[src/rtl/battery_charge_gauge_macros.svh]
// Assertion macros used by the battery charge gauge top level.
`ifndef BATTERY_CHARGE_GAUGE_MACROS_SVH
`define BATTERY_CHARGE_GAUGE_MACROS_SVH

// Generic clocked check, disabled while reset is asserted.
`define BCG_ASSERT(lbl, prop, msg) \
  lbl: assert property (@(posedge clk_i) disable iff (!rst_ni) prop) else $error(msg);

// Check that applies whenever the output holds a transaction.
`define BCG_ASSERT_OUT(lbl, cond, msg) \
  `BCG_ASSERT(lbl, m_axis_tvalid_o |-> (cond), msg)

`endif

[src/rtl/bcg_pkg.sv]
// Shared types and constants of the battery charge gauge.
package bcg_pkg;

  localparam int unsigned MV_W    = 14;  // pack millivolts
  localparam int unsigned PCT_W   = 7;   // percent, also threshold
  localparam int unsigned V_W     = 12;  // divider-node millivolts, 0..3300
  localparam int unsigned VREF_MV = 3300;
  localparam int unsigned D_W     = 10;  // offset into a segment, 0..600
  localparam int unsigned SH_W    = 2;

  localparam logic [PCT_W-1:0] THR_RESET = 7'd5;

  // floor(z/10) == (z*RECIP10)>>16 for z <= 9900
  localparam int unsigned RECIP10 = 6554;
  // floor(d/15) == (d*RECIP15)>>16 for d <= 600
  localparam int unsigned RECIP15 = 4370;

  localparam int unsigned TBL_LEN = 9;
  localparam int unsigned SEG_CNT = TBL_LEN - 1;

  localparam logic [MV_W-1:0] TABLE_MV [TBL_LEN] = '{
    14'd12600, 14'd12300, 14'd11700, 14'd11400, 14'd11100,
    14'd10800, 14'd10500, 14'd9900,  14'd9600
  };
  localparam logic [PCT_W-1:0] TABLE_PCT [TBL_LEN] = '{
    7'd100, 7'd90, 7'd70, 7'd60, 7'd40, 7'd20, 7'd10, 7'd5, 7'd0
  };
  // Each segment slope dp/dv reduces to 1/(15 << shift).
  localparam logic [SH_W-1:0] SEG_SHIFT [SEG_CNT] = '{
    2'd1, 2'd1, 2'd1, 2'd0, 2'd0, 2'd1, 2'd3, 2'd2
  };

  typedef struct packed {
    logic [PCT_W-1:0] pl;  // percent at segment base
    logic [D_W-1:0]   d;   // mv above segment base
    logic [SH_W-1:0]  sh;  // slope shift
  } seg_t;

  // Packed to match tdata: mv lowest, then pct, then flag.
  typedef struct packed {
    logic             low_battery;
    logic [PCT_W-1:0] charge_pct;
    logic [MV_W-1:0]  battery_mv;
  } result_t;

endpackage

[src/rtl/bcg_mv.sv]
// Count to pack millivolt pipeline: scale, divide by full scale, divider ratio.
module bcg_mv #(
  parameter int unsigned AdcBits = 12
) (
  input  logic                      clk_i,
  input  logic                      rst_ni,
  input  logic                      en_i,
  input  logic                      valid_i,
  input  logic [AdcBits-1:0]        count_i,
  output logic                      valid_o,
  output logic [bcg_pkg::MV_W-1:0]  mv_o
);
  import bcg_pkg::*;

  localparam int unsigned XW = AdcBits + V_W;   // count * 3300
  localparam int unsigned QW = V_W + 1;         // quotient estimate
  localparam logic [XW-1:0] FullScale = XW'((64'd1 << AdcBits) - 64'd1);

  logic [3:0]          vld_q;
  logic [XW-1:0]       x1_q, x2_q;
  logic [QW-1:0]       q1_q;
  logic [V_W-1:0]      v_q;
  logic [MV_W-1:0]     mv_q;

  logic [XW:0]         sum;
  logic [XW-1:0]       q1m, rem;
  logic [V_W-1:0]      v_d;
  logic [MV_W-1:0]     v3;
  logic [MV_W+12:0]    prod;
  logic [MV_W-1:0]     mv_d;

  // q1 = (x + x>>N) >> N is x/(2^N-1) or one short of it
  assign sum  = {1'b0, x1_q} + (XW + 1)'(x1_q >> AdcBits);
  assign q1m  = XW'({q1_q, {AdcBits{1'b0}}}) - XW'(q1_q);
  assign rem  = x2_q - q1m;
  assign v_d  = V_W'(q1_q) + V_W'(rem >= FullScale);

  // mv = 4v + floor(3v/10)
  assign v3   = MV_W'({v_q, 1'b0}) + MV_W'(v_q);
  assign prod = (MV_W + 13)'(v3) * (MV_W + 13)'(RECIP10);
  assign mv_d = {v_q, 2'b00} + MV_W'(prod[MV_W+12:16]);

  always_ff @(posedge clk_i or negedge rst_ni) begin
    if (!rst_ni) begin
      vld_q <= '0;
    end else if (en_i) begin
      vld_q <= {vld_q[2:0], valid_i};
    end
  end

  always_ff @(posedge clk_i) begin
    if (en_i) begin
      x1_q <= XW'(count_i) * XW'(VREF_MV);
      x2_q <= x1_q;
      q1_q <= sum[XW:AdcBits];
      v_q  <= v_d;
      mv_q <= mv_d;
    end
  end

  assign valid_o = vld_q[3];
  assign mv_o    = mv_q;

endmodule

[src/rtl/bcg_pct.sv]
// Millivolt to percent: segment lookup stage, then slope and threshold compare.
module bcg_pct (
  input  logic                      clk_i,
  input  logic                      rst_ni,
  input  logic                      en_i,
  input  logic                      valid_i,
  input  logic [bcg_pkg::MV_W-1:0]  mv_i,
  input  logic [bcg_pkg::PCT_W-1:0] thr_i,
  output logic                      valid_o,
  output bcg_pkg::result_t          res_o
);
  import bcg_pkg::*;

  logic            vld_q;
  seg_t            seg_d, seg_q;
  logic [MV_W-1:0] mv_q;
  logic [22:0]     prod;
  logic [PCT_W-1:0] step, pct;

  // Lowest-index segment wins on a breakpoint; saturation uses d = 0.
  always_comb begin
    seg_d = '0;
    if (mv_i >= TABLE_MV[0]) begin
      seg_d.pl = TABLE_PCT[0];
    end else if (mv_i > TABLE_MV[TBL_LEN-1]) begin
      for (int i = SEG_CNT - 1; i >= 0; i--) begin
        if (mv_i <= TABLE_MV[i] && mv_i >= TABLE_MV[i+1]) begin
          seg_d.pl = TABLE_PCT[i+1];
          seg_d.d  = D_W'(mv_i - TABLE_MV[i+1]);
          seg_d.sh = SEG_SHIFT[i];
        end
      end
    end
  end

  always_ff @(posedge clk_i or negedge rst_ni) begin
    if (!rst_ni) begin
      vld_q <= 1'b0;
    end else if (en_i) begin
      vld_q <= valid_i;
    end
  end

  always_ff @(posedge clk_i) begin
    if (en_i) begin
      seg_q <= seg_d;
      mv_q  <= mv_i;
    end
  end

  // floor(d/15) >> sh == floor(d/(15 << sh))
  assign prod = 23'(seg_q.d) * 23'(RECIP15);
  assign step = prod[22:16] >> seg_q.sh;
  assign pct  = seg_q.pl + step;

  assign valid_o           = vld_q;
  assign res_o.battery_mv  = mv_q;
  assign res_o.charge_pct  = pct;
  assign res_o.low_battery = pct < thr_i;

endmodule

[src/rtl/bcg_skid.sv]
// Output register with a spare entry so upstream ready is registered.
module bcg_skid (
  input  logic             clk_i,
  input  logic             rst_ni,
  input  logic             in_valid_i,
  output logic             in_ready_o,
  input  bcg_pkg::result_t in_data_i,
  output logic             out_valid_o,
  input  logic             out_ready_i,
  output bcg_pkg::result_t out_data_o
);
  import bcg_pkg::*;

  logic    out_vld_q, spare_vld_q;
  result_t out_q, spare_q;
  logic    hold;

  assign hold       = out_vld_q && !out_ready_i;
  assign in_ready_o = !spare_vld_q;

  always_ff @(posedge clk_i or negedge rst_ni) begin
    if (!rst_ni) begin
      out_vld_q   <= 1'b0;
      spare_vld_q <= 1'b0;
    end else if (hold) begin
      if (in_valid_i && in_ready_o) begin
        spare_vld_q <= 1'b1;
      end
    end else if (spare_vld_q) begin
      out_vld_q   <= 1'b1;
      spare_vld_q <= 1'b0;
    end else begin
      out_vld_q <= in_valid_i;
    end
  end

  always_ff @(posedge clk_i) begin
    if (hold) begin
      if (in_valid_i && in_ready_o) begin
        spare_q <= in_data_i;
      end
    end else if (spare_vld_q) begin
      out_q <= spare_q;
    end else begin
      out_q <= in_data_i;
    end
  end

  assign out_valid_o = out_vld_q;
  assign out_data_o  = out_q;

endmodule

[src/rtl/battery_charge_gauge.sv]
// Battery charge gauge: ADC count to pack mV, state of charge and low-battery flag.
// Path: the input transaction passes 4 mV stages, one segment stage, then the output
//   register before its result appears on m_axis.
// Throughput: one transaction per cycle; the pipeline advances as a whole and only
//   stops when the output register and its spare entry are both full.
// Reset (rst_ni, async, low): pipeline and output emptied, threshold back to 5 %.
module battery_charge_gauge #(
  parameter int unsigned AdcBits = 12   // 8..16
) (
  input  logic                          clk_i,
  input  logic                          rst_ni,
  // input stream
  input  logic                          s_axis_tvalid_i,
  output logic                          s_axis_tready_o,
  input  logic [((AdcBits+7)/8)*8-1:0]  s_axis_tdata_i,   // [AdcBits-1:0] avg_count
  // result stream
  output logic                          m_axis_tvalid_o,
  input  logic                          m_axis_tready_i,
  output logic [23:0]                   m_axis_tdata_o,   // battery_mv[13:0],
                                                          // charge_pct[20:14],
                                                          // low_battery[21]
  // threshold register write
  input  logic                          cfg_valid_i,
  output logic                          cfg_ready_o,
  input  logic [bcg_pkg::PCT_W-1:0]     cfg_data_i        // low_threshold_pct
);
  import bcg_pkg::*;

  `include "battery_charge_gauge_macros.svh"

  logic [PCT_W-1:0] thr_q;
  logic             adv;       // whole pipeline moves one stage
  logic             mv_vld;
  logic [MV_W-1:0]  mv;
  logic             res_vld;
  result_t          res, out_res;

  // Threshold is always writable; callers write it only while the gauge is idle.
  assign cfg_ready_o = 1'b1;

  always_ff @(posedge clk_i or negedge rst_ni) begin
    if (!rst_ni) begin
      thr_q <= THR_RESET;
    end else if (cfg_valid_i) begin
      thr_q <= cfg_data_i;
    end
  end

  // Skid ready is a flop output, so this does not path back from m_axis_tready_i.
  assign s_axis_tready_o = adv;

  bcg_mv #(
    .AdcBits (AdcBits)
  ) u_mv (
    .clk_i   (clk_i),
    .rst_ni  (rst_ni),
    .en_i    (adv),
    .valid_i (s_axis_tvalid_i),
    .count_i (s_axis_tdata_i[AdcBits-1:0]),
    .valid_o (mv_vld),
    .mv_o    (mv)
  );

  bcg_pct u_pct (
    .clk_i   (clk_i),
    .rst_ni  (rst_ni),
    .en_i    (adv),
    .valid_i (mv_vld),
    .mv_i    (mv),
    .thr_i   (thr_q),
    .valid_o (res_vld),
    .res_o   (res)
  );

  bcg_skid u_skid (
    .clk_i       (clk_i),
    .rst_ni      (rst_ni),
    .in_valid_i  (res_vld),
    .in_ready_o  (adv),
    .in_data_i   (res),
    .out_valid_o (m_axis_tvalid_o),
    .out_ready_i (m_axis_tready_i),
    .out_data_o  (out_res)
  );

  assign m_axis_tdata_o = {2'b00, out_res};

  // ---- checks ----
  `BCG_ASSERT_OUT(a_pct_range, out_res.charge_pct <= 7'd100, "charge_pct above 100")
  `BCG_ASSERT_OUT(a_mv_range, out_res.battery_mv <= 14'd14190, "battery_mv out of range")
  `BCG_ASSERT_OUT(a_low_flag, out_res.low_battery == (out_res.charge_pct < thr_q),
                  "low_battery disagrees with threshold")
  `BCG_ASSERT(a_stall_src, !s_axis_tready_o |-> m_axis_tvalid_o,
              "input stalled with empty output register")

endmodule

[config.mk]
export PLATFORM = sky130hd
export DESIGN_NAME = battery_charge_gauge
export DESIGN_NICKNAME = d
export VERILOG_FILES = /design/src/rtl/bcg_pkg.sv /design/src/rtl/bcg_mv.sv /design/src/rtl/bcg_pct.sv /design/src/rtl/bcg_skid.sv /design/src/rtl/battery_charge_gauge.sv
export VERILOG_INCLUDE_DIRS = /design/src /design/src/rtl
export SDC_FILE = /design/constraint.sdc
export NUM_CORES = 1
export LEC_CHECK = 0
export BUFFER_PORTS_ARGS = -buffer_cell sky130_fd_sc_hd__buf_2
export CORE_ASPECT_RATIO = 0.6
export CORE_MARGIN = 5
export CORE_UTILIZATION = 49
export DETAILED_ROUTE_END_ITERATION = 8
export PLACE_DENSITY = 0.69
export SKIP_CTS_REPAIR_TIMING = 1
export SLEW_MARGIN = 5
export SYNTH_ARGS = -nofsm -noshare
export SYNTH_HDL_FRONTEND = slang
export SYNTH_HIERARCHICAL = 1
export SYNTH_SLANG_ARGS = --single-unit
[constraint.sdc]
create_clock -name clk_i -period 7.5 [get_ports clk_i]
set_input_delay 0.375 -clock clk_i [delete_from_list [all_inputs] [get_ports clk_i]]
set_output_delay 0.375 -clock clk_i [all_outputs]
set_load 0.01 [all_outputs]
==> impl_metrics.tcl, run 1 <==
set metrics [dict create \
    yosys.area_share.simple 0.102 \
    setup_violations 6 \
    drive_gt1_frac 0.177 \
    crit_fanout 4 \
    io_pins 55 \
    critical_path_buf_inv_count 6 \
    ys_ff_latch 174 \
    clock_latency_ns 0.44 \
    synth_top_area_frac 0.268 \
    fillers 3050 \
    routed_wl_um 44800 \
    synth_flop_cell "edfxtp_1" \
    synth_edf_count 160 \
    worstPathRequired_ns 7.67 \
    vias 13300 \
    place.gp.congestion 0.959 \
    path_delay_family "adder cells" \
    cts_buffers 17 \
    hold_viol 0 \
    cts.sinks 174 \
    yosys.cell_types.count 116 \
    cp_slowest_cell "fa_1" \
    timing.final.crit_share 1.04 \
    start_util 0.495 \
    synth_area_leader_cell "edfxtp_1" \
    timing.hold.ws_ns 0.169 \
    cts_buffer_depth 2 \
    cts.clk_slew.worst_paths_ns 0.07 \
    ys_seq_area_frac 0.287 \
    track_usage 0.221 \
    synth_top_family_by_area "adder cells" \
    max_slew_margin 0.378 \
    synth_area_leaders "edfxtp_1 (27%), ha_1 (22%), fa_1 (9.6%)" \
    synth_area_um2 18000 \
    die_h_um 158 \
    fin_worst_skew_ns 0.0108 \
    io_buffer_count 47 \
    crit_type "reg2reg" \
    synthXorXnorAreaFrac 0.0531 \
    drtPass1Iterations 5 \
    maxSlewViolCount 0 \
    arrival_ns 7.99 \
    synthAdderAreaFrac 0.313 \
    ys_async_sr_fraction 0.0805 \
    die_area_um2 40700 \
    fp-row-count 54 \
    critPathMaxStageDelay_ns 0.55 \
    max_freq_mhz 128 \
    dp.final_hpwl_um 35500 \
    cts_tree "built" \
    worstMarginPinSlew_ns 0.932 \
    synthMuxAreaShare 0.0314 \
    syn2layout_area_growth_pct 12.2 \
    cp-end-kind "flop" \
    fin_crit_ns 7.82 \
    netlist_instances 1722 \
    violations "negative setup slack" \
    grt_pass1_wl_um 71500 \
    diodes 0 \
    die_x_um 257 \
    finish.net_count 2259 \
    drt_iter0_drc 1408 \
    synth_compound_area_frac 0.143 \
    crit_top_cell "fa_1" \
    antenna_found_initial 0 \
    register_area_um2 5160 \
    cts_max_level 4 \
    status "complete, but fails checks" \
    rsz0062_at_grt "true" \
    ys_warn_count 6 \
    grt_pass1_vias 12800 \
    globalRouteOverflowTotal 0 \
    avgSynthCellArea_um2 10.4 \
    drc 0 \
    cp-start-kind "flop" \
    setup_ws_ns -0.320 \
    multi_input_area_um2 12000 \
    vias_per_cell 5.74 \
    hp-class "in2reg" \
    cap_violations 0 \
    ant_nets 0 \
    grt_start_max_net_pins 77 \
    coreArea_um2 36300 \
    cts_root_buffer "clkbuf_16" \
    wl_per_cell_um 19.3 \
]
[flip-flops by register name (all words and copies together) (netlist names)]
signal              count
u_mv/vld_q              4
u_pct/valid_o           1
u_pct/mv_q             14
u_skid/spare_q         22
u_mv/x2_q              22
thr_q                   7
u_skid/out_data_o      22
u_skid/spare_vld_q      1
u_skid/out_valid_o      1
u_mv/mv_o              14
u_mv/v_q               12
u_mv/q1_q              13
u_pct/seg_q            19
u_mv/x1_q              22
[placed cells by master (no fill, tap or decap), types with 47 or more instances in the layout]
cell / Yosys / layout
nand2_1: 72 / 72
buf_2: 14 / 47
fa_1: 86 / 83
inv_1: 259 / 252
nor2_1: 69 / 62
buf_4: 4 / 84
ha_1: 312 / 301
xnor2_1: 76 / 70
a21oi_1: 77 / 67
edfxtp_1: 160 / 160
[logic make-up after synthesis]
logic type | count (synthesis)
and+or+nand+nor | 336
other | 2
DFF | 174
adders and majority gates | 398
xor gates and xnor gates | 108
AOI/OAI and AO/OA | 357
buffers and inverters | 304
muxes | 43
[final timing paths]
path,depth (start not counted),slack (ns),startpoint,to
setup reg to reg,35,-0.32,u_mv/v_q[1],u_mv/mv_o[13]
hold reg to reg,0,0.45,u_pct/mv_q[0],u_skid/spare_q[0]
max in group asynchronous,2,6.85,rst_ni,thr_q[0]
hold / removal,2,0.17,cfg_data_i[5],thr_q[5]
setup / recovery,35,-0.32,u_mv/v_q[1],u_mv/mv_o[13]
min in group asynchronous,2,0.36,rst_ni,thr_q[6]
[cell type report]
class	count	share of cell area
clock buffer	20	0.0227
clock inverter	12	0.00491
inverter	262	0.0489
multi-input combinational	1245	0.594
sequential	174	0.256
tap	476	0.0296
timing repair buffer	133	0.0440
[worst reg2reg max path, delay by kind of cell (launching register included)]
kind,cells,cell delay (ns)
adder cells (fa/ha/maj),9,3.42
flip-flops,1,0.39
XOR/XNOR,3,0.45
AO/OA/AOI/OAI,12,2.29
buffers and inverters,6,0.56
AND/OR/NAND/NOR,5,0.44
[synth_stat cells (7+ instances only)]
cell type and number:
ha_1 312, inv_1 259, edfxtp_1 160, fa_1 86
a21oi_1 77, xnor2_1 76, nand2_1 72, nor2_1 69
o21ai_0 49, a21o_1 38, nor3_1 35, nand3_1 33
xor2_1 31, mux2_4 24, nor2b_1 15, o21a_1 15
buf_2 14, clkbuf_1 14, nand4_1 14, a31oi_1 13
and2_1 13, dfrtp_1 12, mux2_2 11, nand2b_1 11
a211oi_1 10, and3_1 10, o211ai_1 10, o21bai_1 10
o31ai_1 9, a221oi_1 8, mux2i_1 8, a211o_1 7
a21boi_0 7, buf_6 7
[metal layers]
| layer | wire length [µm] | up-vias | track usage |
|---|---|---|---|
| met4 | 307 | 0 | 0.0322 |
| met3 | 4140 | 30 | 0.0556 |
| li1 | - | 6396 | - |
| met5 | 0 | - | 0 |
| met2 | 16500 | 527 | 0.289 |
| met1 | 23800 | 6377 | 0.366 |
[per-stage QoR]
step                cells  setup WS (ns)  TNS, ns  cell area [µm²]  utilization
floorplan            1723        0.00570        0            18000            -
global placement     2282         -0.351    -1.51            19200        0.529
detailed placement   2282         -0.614    -3.13            19200        0.529
CTS                  2314         -0.676    -3.67            19800        0.545
global route         2322         -0.666    -3.75            20100        0.555
finish               2322         -0.320    -1.50            20100        0.555
Power of run 1 is left out: the tool's default activity adds up to more than one toggle a clock period on the data nets, which glitch-free logic cannot reach.
==> run 2, diff against run 1 <==
- ABC_AREA: default -> 1
==> impl_metrics.tcl, run 2 <==
set metrics [dict create \
    status "complete, no violations" \
    cp_slowest_cell "fa_1" \
    max_slew_margin 0.256 \
    setup_violations 0 \
    hp-class "in2reg" \
    fin_crit_ns 7.28 \
    ys_async_sr_fraction 0.0805 \
    synth_area_leader_cell "edfxtp_1" \
    yosys.cell_count.top_type "nand2_1" \
    place.gp.congestion 0.997 \
    die_x_um 262 \
    ys_ff_latch 174 \
    die_area_um2 42300 \
    cts_tree "built" \
    r2r-end "u_mv/mv_o[12]" \
    critical_path_buf_inv_count 7 \
    maxSlewViolCount 0 \
    die_h_um 161 \
    cts_buffer_depth 2 \
    fillers 3530 \
    cap_violations 0 \
    cts_root_buffer "clkbuf_16" \
    hold_viol 0 \
    hold_end "thr_q[2]" \
    syn2layout_area_growth_pct 9.72 \
    cts_max_level 4 \
    crit_top_cell "inv_1" \
    cp-start-kind "flop" \
    synth_edf_count 160 \
    clock_latency_ns 0.43 \
    start_util 0.496 \
    synth_flop_cell "edfxtp_1" \
    yosys-top-cells-count "nand2_1 (479), inv_1 (423), ha_1 (312)" \
    coreArea_um2 37700 \
    arrival_ns 7.45 \
    dp.final_hpwl_um 37800 \
    vias_per_cell 5.32 \
    synth_top_area_frac 0.257 \
    ys_warn_count 6 \
    globalRouteOverflowTotal 0 \
    crit_fanout 5 \
    avgSynthCellArea_um2 8.37 \
    cp-end-kind "flop" \
    timing.final.crit_share 0.971 \
    drtPass1Iterations 6 \
    drc 0 \
    ant_nets 0 \
    drt_iter0_drc 1691 \
    grt_pass1_vias 14200 \
    reg2reg_depth 31 \
    yosys.cell_types.count 60 \
    final_cell_mix "nand2_1 (475), inv_1 (421), ha_1 (302)" \
    ys_seq_area_frac 0.276 \
    worstMarginPinSlew_ns 1.11 \
    multi_input_area_um2 12000 \
    vias 15100 \
    wl_per_cell_um 16.4 \
    grt_pass1_wl_um 75100 \
    track_usage 0.217 \
    cts_buffers 17 \
    final_area_um2 20500 \
    fin_worst_skew_ns 0.0130 \
    synth_area_um2 18700 \
    crit_type "reg2reg" \
    finish.net_count 2738 \
    routed_wl_um 46400 \
    critPathMaxStageDelay_ns 0.55 \
    cts.clk_slew.worst_paths_ns 0.07 \
    max_freq_mhz 137 \
    place_area_um2 19600 \
    synth_area_leaders "edfxtp_1 (26%), ha_1 (21%), nand2_1 (9.6%)" \
    worst_hold_startpoint "cfg_data_i[2]" \
    register_area_um2 5160 \
    drive_gt1_frac 0.0951 \
    grt_start_max_net_pins 90 \
    worstPathRequired_ns 7.67 \
    setup_tns_ns 0 \
    io_pins 55 \
    cts.sinks 174 \
    diodes 0 \
    fp-row-count 55 \
    r2r_start "u_mv/v_q[3]" \
    holdPathStages 3 \
    antenna_found_initial 0 \
    layout_commonest_cell "nand2_1" \
    r2r_slack_ns 0.22 \
    path_delay_family "adder cells" \
    netlist_instances 2237 \
    io_buffer_count 47 \
]
[run 2: changes by cell type after synthesis, moves of 15 or more]
cell / previous run / this run
nor2b_1: 15 / 0
xnor2_1: 76 / 23
nand2_1: 72 / 479
a21o_1: 38 / 10
nor2_1: 69 / 132
xor2_1: 31 / 90
nand3_1: 33 / 110
mux2_4: 24 / 0
inv_1: 259 / 423
a21oi_1: 77 / 114
[run 2: worst max-delay path by stage]
| stage | start | endpoint | slack [ns] | cells past startpoint |
|---|---|---|---|---|
| 2_1_floorplan | u_mv/v_q[0] | u_mv/mv_o[13] | 0.58 | 31 |
| 3_3_place_gp | u_mv/v_q[1] | u_mv/mv_o[12] | 0.21 | 30 |
| 3_5_place_dp | u_mv/v_q[2] | u_mv/mv_o[13] | -0.003 | 30 |
| 4_1_cts | u_mv/v_q[1] | u_mv/mv_o[13] | -0.04 | 31 |
| 5_1_grt | u_mv/v_q[3] | u_mv/mv_o[13] | -0.06 | 31 |
| 6_report | u_mv/v_q[3] | u_mv/mv_o[12] | 0.22 | 31 |
[run 2: per-layer routing]
metal  part of all wire  track usage  vias up
met5                  0            0        -
met4             0.0062       0.0337        0
met3              0.086       0.0411       21
met2               0.38        0.284      541
met1               0.53        0.366     7122
li1                   -            -     7404
[run 2: metrics by stage]
stage                     worst slack (ns)  hold WS (ns)  utilization  cells
after floorplan                      0.578        0.0794            -   2238
after global placement               0.206         0.275        0.520   2794
after detailed placement          -0.00327         0.284        0.520   2794
after CTS                          -0.0412        -0.179        0.534   2826
after global routing               -0.0647         0.162        0.545   2838
final                                0.219         0.162        0.545   2838
[run 2: cells by family after synthesis]
group	synth area share
fa+ha+maj	0.301
mux	0.00180
xor+xnor	0.0543
compound gates	0.0799
buf+inv	0.0975
simple gates	0.190
flops	0.276
other cells	0.000401
[run 2: final cells by class]
cell class	instances	share of cell area
Multi-Input combinational cell	1599	0.586
Timing Repair Buffer	82	0.0244
Tap cell	513	0.0313
Sequential cell	174	0.251
Inverter	438	0.0807
Clock inverter	14	0.00530
Clock buffer	18	0.0209
[run 2: worst reg2reg max path: cells and delay by family, from the launching register on]
kind                       cells  cell delay (ns)
AOI/OAI and AO/OA              9             1.56
xor gates and xnor gates       3             0.51
adders and majority gates      8             3.29
and+or+nand+nor                4             0.63
DFF                            1             0.46
buffers and inverters          7             0.59
Power of run 2 is left out for the same reason.
